--- src/design/lrukv_pkg.sv ---
// ----------------------------------------------------------------------------
// lrukv_pkg
// Shared types and constants for the lru key/value cache: opcodes, sequencer
// states, controller-to-datapath command and status words.
// ----------------------------------------------------------------------------
package lrukv_pkg;

  localparam int unsigned CAP_W  = 5;
  localparam int unsigned WORD_W = 32;

  // data returned on a get that misses
  localparam logic signed [WORD_W-1:0] MISS_DATA = -32'sd1;

  // register index, taken from paddr bit 2
  localparam logic REG_CAPACITY = 1'b0;

  localparam logic [CAP_W-1:0] CAPACITY_RESET = 5'd16;

  typedef enum logic {
    OP_GET = 1'b0,
    OP_PUT = 1'b1
  } op_e;

  typedef enum logic [1:0] {
    ST_IDLE,
    ST_LOOKUP,
    ST_UPDATE,
    ST_RESPOND
  } state_e;

  typedef struct packed {
    logic load;     // capture the request word
    logic lookup;   // compare keys, find victim
    logic update;   // write slot, age ranks, read value
    logic respond;  // drive the result word
  } cmd_t;

  typedef struct packed {
    logic is_put;
  } status_t;

endpackage

--- src/design/lrukv_ctrl.sv ---
// ----------------------------------------------------------------------------
// lrukv_ctrl
// Request sequencer: idle, lookup, update and, for a get, respond.
// ----------------------------------------------------------------------------
module lrukv_ctrl
  import lrukv_pkg::*;
(
  input  logic    clk_i,
  input  logic    rst_ni,
  input  logic    start_i,
  input  status_t status_i,
  output cmd_t    cmd_o,
  output logic    busy_o
);

  state_e state_q, state_d;

  always_ff @(posedge clk_i or negedge rst_ni) begin
    if (!rst_ni) begin
      state_q <= ST_IDLE;
    end else begin
      state_q <= state_d;
    end
  end

  always_comb begin
    state_d = state_q;
    cmd_o   = '0;
    busy_o  = 1'b1;
    case (state_q)
      ST_IDLE: begin
        busy_o = 1'b0;
        if (start_i) begin
          cmd_o.load = 1'b1;
          state_d    = ST_LOOKUP;
        end
      end
      ST_LOOKUP: begin
        cmd_o.lookup = 1'b1;
        state_d      = ST_UPDATE;
      end
      ST_UPDATE: begin
        cmd_o.update = 1'b1;
        // puts give no result word
        state_d = status_i.is_put ? ST_IDLE : ST_RESPOND;
      end
      ST_RESPOND: begin
        cmd_o.respond = 1'b1;
        state_d       = ST_IDLE;
      end
      default: begin
        state_d = ST_IDLE;
      end
    endcase
  end

endmodule

--- src/design/lrukv_dpath.sv ---
// ----------------------------------------------------------------------------
// lrukv_dpath
// Entry row (keys, recency ranks), value memory, fill count, key compare,
// victim search and recency aging.
// ----------------------------------------------------------------------------
module lrukv_dpath
  import lrukv_pkg::*;
#(
  parameter int unsigned ENTRIES = 16
) (
  input  logic                     clk_i,
  input  logic                     rst_ni,
  input  cmd_t                     cmd_i,
  output status_t                  status_o,
  input  logic [CAP_W-1:0]         capacity_i,
  input  logic                     opcode_i,
  input  logic [WORD_W-1:0]        key_i,
  input  logic signed [WORD_W-1:0] value_i,
  output logic                     empty_o,
  output logic                     found_o,
  output logic signed [WORD_W-1:0] data_o
);

  localparam int unsigned CNT_W = $clog2(ENTRIES + 1);
  localparam int unsigned IDX_W = (ENTRIES > 1) ? $clog2(ENTRIES) : 1;
  localparam int unsigned CMP_W = (CNT_W > CAP_W) ? CNT_W : CAP_W;

  // request word
  logic                     op_q;
  logic [WORD_W-1:0]        key_q;
  logic signed [WORD_W-1:0] val_q;

  // entry row
  logic [WORD_W-1:0] keys_q  [ENTRIES];
  logic [IDX_W-1:0]  rank_q  [ENTRIES];
  logic [CNT_W-1:0]  count_q;

  // value memory
  logic signed [WORD_W-1:0] vals_mem [ENTRIES];
  logic signed [WORD_W-1:0] rd_q;

  logic [ENTRIES-1:0] hit_q, victim_q;
  logic               found_q;

  logic [CMP_W-1:0] cap_w;
  logic [CNT_W-1:0] eff_cap;
  logic             full;
  logic             any_hit;
  logic [IDX_W-1:0] hit_idx, victim_idx, slot;
  logic [IDX_W-1:0] rank_sel, touch_rank;
  logic [CNT_W-1:0] count_m1;
  logic             touch_en, insert;

  assign status_o.is_put = (op_q == OP_PUT);
  assign empty_o         = (count_q == '0);
  assign count_m1        = count_q - CNT_W'(1);

  // capacity zero acts as one, above the row it saturates
  always_comb begin
    cap_w = CMP_W'(capacity_i);
    if (cap_w == '0) begin
      eff_cap = CNT_W'(1);
    end else if (cap_w > CMP_W'(ENTRIES)) begin
      eff_cap = CNT_W'(ENTRIES);
    end else begin
      eff_cap = CNT_W'(cap_w);
    end
  end

  assign full = (count_q >= eff_cap);

  // one-hot to index, and rank of the hit slot
  always_comb begin
    any_hit    = |hit_q;
    hit_idx    = '0;
    victim_idx = '0;
    rank_sel   = '0;
    for (int i = 0; i < ENTRIES; i++) begin
      if (hit_q[i]) begin
        hit_idx  = hit_idx | IDX_W'(i);
        rank_sel = rank_sel | rank_q[i];
      end
      if (victim_q[i]) begin
        victim_idx = victim_idx | IDX_W'(i);
      end
    end
  end

  always_comb begin
    insert     = 1'b0;
    touch_rank = rank_sel;
    if (any_hit) begin
      slot = hit_idx;
    end else if (full) begin
      slot       = victim_idx;
      touch_rank = IDX_W'(count_m1);
    end else begin
      slot       = IDX_W'(count_q);
      touch_rank = IDX_W'(count_q);
      insert     = status_o.is_put;
    end
    touch_en = status_o.is_put || any_hit;
  end

  // request capture, compare and victim search, hit flag and key write
  always_ff @(posedge clk_i) begin
    if (cmd_i.load) begin
      op_q  <= opcode_i;
      key_q <= key_i;
      val_q <= value_i;
    end
    if (cmd_i.lookup) begin
      for (int i = 0; i < ENTRIES; i++) begin
        hit_q[i]    <= (CNT_W'(i) < count_q) && (keys_q[i] == key_q);
        victim_q[i] <= (CNT_W'(i) < count_q) && (rank_q[i] == IDX_W'(count_m1));
      end
    end
    if (cmd_i.update) begin
      found_q <= any_hit;
      if (status_o.is_put && !any_hit) begin
        keys_q[slot] <= key_q;
      end
    end
  end

  always_ff @(posedge clk_i) begin
    if (cmd_i.update) begin
      if (status_o.is_put) begin
        vals_mem[slot] <= val_q;
      end
      rd_q <= vals_mem[slot];
    end
  end

  // recency aging and fill count
  always_ff @(posedge clk_i or negedge rst_ni) begin
    if (!rst_ni) begin
      count_q <= '0;
      for (int i = 0; i < ENTRIES; i++) begin
        rank_q[i] <= '0;
      end
    end else if (cmd_i.update && touch_en) begin
      for (int i = 0; i < ENTRIES; i++) begin
        if (IDX_W'(i) == slot) begin
          rank_q[i] <= '0;
        end else if ((CNT_W'(i) < count_q) && (rank_q[i] < touch_rank)) begin
          rank_q[i] <= rank_q[i] + IDX_W'(1);
        end
      end
      if (insert) begin
        count_q <= count_q + CNT_W'(1);
      end
    end
  end

  assign found_o = found_q;
  assign data_o  = found_q ? rd_q : MISS_DATA;

endmodule

--- src/design/lru_key_value_cache.sv ---
// ----------------------------------------------------------------------------
// lru_key_value_cache
// Fully associative key/value cache with least-recently-used replacement.
// ----------------------------------------------------------------------------
// Request channel: drive opcode_i, key_i, value_i with start high; the word is
// taken at the edge where start is high and busy is low. opcode get looks the
// key up, put inserts or updates it.
// Result channel: a get produces one word on found_o/data_o, marked by
// result_valid_o for exactly one cycle, in the respond state after update.
// A miss gives found 0 and data -1. A put produces no word.
// Sequencing: a get runs lookup with a parallel key compare, update of the slot
// and the recency ranks, then respond with the registered value read; a put
// ends after update. The next word is taken once busy drops.
// Configuration: apb port, capacity at byte address 0, written only while the
// cache is empty, read back as written. pready is always high.
// Reset: the cache is empty, capacity 16, no result pending. The receiver
// cannot stall, so results are never held.
// ----------------------------------------------------------------------------
module lru_key_value_cache
  import lrukv_pkg::*;
#(
  parameter int unsigned ENTRIES = 16
) (
  input  logic                     clk_i,
  input  logic                     rst_ni,
  input  logic                     start,
  output logic                     busy,
  input  logic                     opcode_i,
  input  logic [WORD_W-1:0]        key_i,
  input  logic signed [WORD_W-1:0] value_i,
  output logic                     result_valid_o,
  output logic                     found_o,
  output logic signed [WORD_W-1:0] data_o,
  input  logic                     psel,
  input  logic                     penable,
  input  logic                     pwrite,
  input  logic [2:0]               paddr,
  input  logic [31:0]              pwdata,
  output logic [31:0]              prdata,
  output logic                     pready
);

  cmd_t             cmd;
  status_t          status;
  logic             empty;
  logic [CAP_W-1:0] capacity_q;
  logic             cfg_wr;

  assign pready = 1'b1;
  assign cfg_wr = psel && penable && pwrite && pready;

  // capacity only changes while the store is empty
  always_ff @(posedge clk_i or negedge rst_ni) begin
    if (!rst_ni) begin
      capacity_q <= CAPACITY_RESET;
    end else if (cfg_wr && (paddr[2] == REG_CAPACITY) && empty) begin
      capacity_q <= pwdata[CAP_W-1:0];
    end
  end

  assign prdata = (paddr[2] == REG_CAPACITY) ? 32'(capacity_q) : '0;

  lrukv_ctrl u_ctrl (
    .clk_i    (clk_i),
    .rst_ni   (rst_ni),
    .start_i  (start),
    .status_i (status),
    .cmd_o    (cmd),
    .busy_o   (busy)
  );

  lrukv_dpath #(
    .ENTRIES (ENTRIES)
  ) u_dpath (
    .clk_i      (clk_i),
    .rst_ni     (rst_ni),
    .cmd_i      (cmd),
    .status_o   (status),
    .capacity_i (capacity_q),
    .opcode_i   (opcode_i),
    .key_i      (key_i),
    .value_i    (value_i),
    .empty_o    (empty),
    .found_o    (found_o),
    .data_o     (data_o)
  );

  assign result_valid_o = cmd.respond;

  a_one_result: assert property (@(posedge clk_i) disable iff (!rst_ni)
    result_valid_o |=> !result_valid_o)
    else $error("result strobe held for more than one cycle");

  a_accept_busy: assert property (@(posedge clk_i) disable iff (!rst_ni)
    (start && !busy) |=> (busy && !result_valid_o))
    else $error("accepted request did not occupy the sequencer");

  a_result_busy: assert property (@(posedge clk_i) disable iff (!rst_ni)
    result_valid_o |-> busy)
    else $error("result outside of a request");

  a_miss_data: assert property (@(posedge clk_i) disable iff (!rst_ni)
    (result_valid_o && !found_o) |-> (data_o == MISS_DATA))
    else $error("miss did not return not-found data");

endmodule
--- config.mk ---
export PLATFORM = sky130hd
export DESIGN_NAME = lru_key_value_cache
export DESIGN_NICKNAME = d
export VERILOG_FILES = /design/src/design/lrukv_pkg.sv /design/src/design/lrukv_ctrl.sv /design/src/design/lrukv_dpath.sv /design/src/design/lru_key_value_cache.sv
export SDC_FILE = /design/constraint.sdc
export NUM_CORES = 2
export LEC_CHECK = 0
export BUFFER_PORTS_ARGS = -buffer_cell sky130_fd_sc_hd__buf_2
export CELL_PAD_IN_SITES_DETAIL_PLACEMENT = 1
export CELL_PAD_IN_SITES_GLOBAL_PLACEMENT = 2
export CORE_MARGIN = 4
export CORE_UTILIZATION = 49
export DETAILED_ROUTE_END_ITERATION = 10
export PLACE_DENSITY = 0.93
export SLEW_MARGIN = 20
export SYNTH_ARGS = -nofsm -noshare
export SYNTH_HDL_FRONTEND = slang
export SYNTH_HIERARCHICAL = 1
export SYNTH_SLANG_ARGS = --single-unit
--- constraint.sdc ---
create_clock -name clk_i -period 14.5 [get_ports clk_i]
set_input_delay 0.725 -clock clk_i [delete_from_list [all_inputs] [get_ports clk_i]]
set_output_delay 0.725 -clock clk_i [all_outputs]
set_load 0.03 [all_outputs]
==> metrics.md <==
| Metric | Value |
|---|---|
| Setup_tns | 0 ns |
| Dpl ws | 8.106 ns |
| DR iter-0 viols | 3816 |
| Final wirelength | 158.8 mm |
| Average size of a mapped cell | 13.98 um^2 |
| FF-to-FF setup slack | 7.90 ns |
| Power Dens Cells | 147.2 nW/um^2 |
| Largest stage delay on the critical path | 0.89 ns |
| Io pins | 174 |
| Synth area leaders | edfxtp_1 (65%), xor2_1 (6.3%), nand2_1 (3.8%), dfrtp_1 (3.5%), xnor2_1 (3.3%) |
| First-pass GRT wire length | 233.3 mm |
| GRT Residual Overflow | 0 |
| Starting Density | 49.44% |
| Worst-margin pin slew | 1.124 ns |
| Synth Area in Compound Gates | 4.044% |
| H-tree depth | 3 |
| Type of the worst setup path | flop to flop |
| Crit path max fanout | 78 |
| Most numerous cell in the Yosys netlist | edfxtp_1 |
| Top_reg_cell synth | edfxtp_1 |
| Post-synth top cells | edfxtp_1 (1153), nand2_1 (538), xor2_1 (380) |
| Via density | 6.189 |
| Simple-Gate Fraction of Synth Area | 11.30% |
| CP required | 14.91 ns |
| Worst setup margin | 7.901 ns |
| Max-cap violations | 0 |
| Die span in y | 336.9 um |
| Post-synth top area share | 65.32% |
| Yosys warns | 6 |
| Status | complete, no violations |
| First drt pass iteration count | 6 |
| Mux contribution to synthesized area | 2.172% |
| Vias in the first global route | 35910 |
| Main combinational cell family by area after synthesis | simple AND/OR/NAND/NOR gates |
| Fmax | 151.5 MHz |
| DRC | 0 |
| Area Overhead vs Synth | 12.23% |
| Inserted Diodes | 0 |
| RSZ-0062 raised after global routing | false |
| Adder-Cell Fraction of Synth Area | 1.700% |
| Clk Latency, worst-skew pair | 0.75 ns |
| Number of port buffers | 116 |
| Max Slew Vio Count | 0 |
| Cell Chain, Critical Path | inv_1 > nand2_1 > ha_1 > nand2_1 > o21ai_1 > a2111oi_4 > a211oi_4 > buf_4 > buf_4 > buf_4 > buf_4 > mux2i_1 > mux2i_1 > a32oi_1 > o221ai_1 |
| Total Routing Usage GR | 27.77% |
| Syn Std Cell Area | 53000 um^2 |
| Synth unique cells | 72 |
| Seq cells post-synth | 1229 |
| Core Area | 107200 um^2 |
| Slew margin rel. | 24.10% |
| Sequential cell area fraction in the yosys report | 68.91% |
| Async SR Flop Fraction | 6.184% |
| Leakage power | 21.29 nW |
| Largest area contributor in the netlist | edfxtp_1 |
| Layout Nets | 4108 |
| Root Buffer | clkbuf_16 |
| FILL cells | 10340 |
| WP data arrival | 7.01 ns |
| CP Capture Type | flop |
| GP Congestion | 0.9028 |
| Setup-failing EPs final | 0 |
| Fraction of layout cells with a size suffix above 1 | 12.25% |
| DIE AREA | 113500 um^2 |
| Most frequent CP cell | buf_4 |
| CTS tree | done |
| Endpoints failing hold | 0 |
| Worst-path clk slew | 0.06 ns |
| Final Cycle Share | 45.51% |
| CTS Buf Count | 119 |
| CP startpoint kind | flop |
| Min Tclk post-route | 6.599 ns |
| Post-synth EDFFs | 1153 |
| Largest net degree at the start of global routing | 79 |
| Hpwl dp | 85.17 mm |
| Post-DRT Antenna Nets | 0 |
| Row Count | 120 |
| Hold WC Path Type | input pin to flop |
| Wire per inst | 29.21 um |
| Vias after detailed routing | 33640 |
| Peak supply drop | 0.1182 mV |
| Cells after Synth | 3791 |
| Initial antenna violation count | 4 |
| CTS max path bufs | 3 |
| Fin Clk Skew | 0.04248 ns |
| XOR/XNOR Fraction of Synth Area | 9.617% |
| Horiz. Die Dim | 336.9 um |
| Clock Sinks | 1229 |
| Critical path's slowest cell | buf_4 |
-- layer usage --
| metal | up-vias | track usage [%] | wire [um] |
|---|---|---|---|
| met5 | - | 0 | 25 |
| met4 | 4 | 10.62 | 5396 |
| met3 | 370 | 5.472 | 14660 |
| met2 | 1845 | 46.92 | 78680 |
| met1 | 17170 | 35.69 | 60010 |
| li1 | 14250 | - | - |
-- per-stage QoR --
step	util, %	hold WS [ns]	instances	cell area (um^2)	power [mW]
final	55.49	0.1474	5435	59480	8.758
after global routing	55.49	0.1259	5435	59480	9.033
after CTS	55.46	0.1113	5435	59460	8.786
after detailed placement	51.63	0.5262	5211	55350	5.512
after global placement	51.63	0.5151	5211	55350	5.441
after floorplan	-	0.4294	3817	53100	5.019
-- where the power goes --
group	internal (mW)	switching, mW
combinational	0.312	0.861
clock	1.88	1.39
sequential	4.16	0.148
total	6.36	2.40
-- worst paths after layout --
| path | endpoint | start | cells after the start |
|---|---|---|---|
| min | u_dpath/key_q[0] | key_i[0] | 1 |
| max reg2reg | u_dpath/rd_q[21] | capacity_q[4] | 15 |
| max | u_dpath/rd_q[21] | capacity_q[4] | 15 |
| max in group asynchronous | u_dpath/rank_q[13] | rst_ni | 3 |
| min in group asynchronous | u_dpath/rank_q[10] | rst_ni | 2 |
| min reg2reg | capacity_q[0] | capacity_q[0] | 1 |
-- area by class of cell --
cell class / count / area [um^2] / area share [%]
multi-input cells: 2338 / 15630 / 26.27
flip-flops and latches: 1229 / 36530 / 61.40
well taps: 1403 / 1755 / 2.951
inverters: 15 / 56.30 / 0.09465
repair buffers: 227 / 1423 / 2.392
clock inverters: 84 / 1025 / 1.723
clock buffers: 139 / 3074 / 5.168
-- cells in the final DEF, fill, tap and decap left out, types with 25 or more instances in the layout --
cell	count
edfxtp_1	1153
nand2_1	537
xor2_1	379
nand3_1	246
xnor2_1	201
nor4_1	136
clkbuf_16	120
buf_2	115
buf_4	110
mux2i_1	97
nand4_1	87
dfrtp_1	75
ha_1	72
nor2_1	71
o21ai_0	44
nand2b_1	36
a32oi_1	36
o221ai_1	33
conb_1	28
nor3_1	27
clkinv_2	25
-- critical path: cells and delay by family (launching register included) --
family          cells  cell delay [ns]
fa+ha+maj           1             0.30
compound gates      5             1.60
mux                 2             0.42
flops               1             0.38
simple gates        2             0.14
buf+inv             5             3.19
-- state kept, by name, indices dropped and copies added, names as in the netlist --
register          cells
u_dpath/vals_mem    512
u_dpath/rd_q         32
u_dpath/status_o      1
u_ctrl/state_q        2
u_dpath/victim_q     15
capacity_q            5
u_dpath/key_q        32
u_dpath/hit_q        16
u_dpath/count_q       5
u_dpath/rank_q       64
u_dpath/val_q        32
u_dpath/keys_q      512
u_dpath/found_o       1
-- repair_timing --
item | in CTS | in global routing
resized for setup | 0 | 0
hold buffers | 1 | 0
endpoints found under the setup margin | 0 | 0
setup buffers | 0 | 0
endpoints found under the hold margin | 20 | 0
-- cells by family (layout without fill, tap and decap cells) --
group                    count (synthesis)  after routing
AO/OA/AOI/OAI                          288            288
XOR/XNOR                               582            582
adder cells (fa/ha/maj)                 72             72
buffers and inverters                  250            465
flip-flops                            1229           1229
multiplexers                           113            113
other                                    2             28
AND/OR/NAND/NOR                       1255           1255
(Power assumes the default switching activity.)
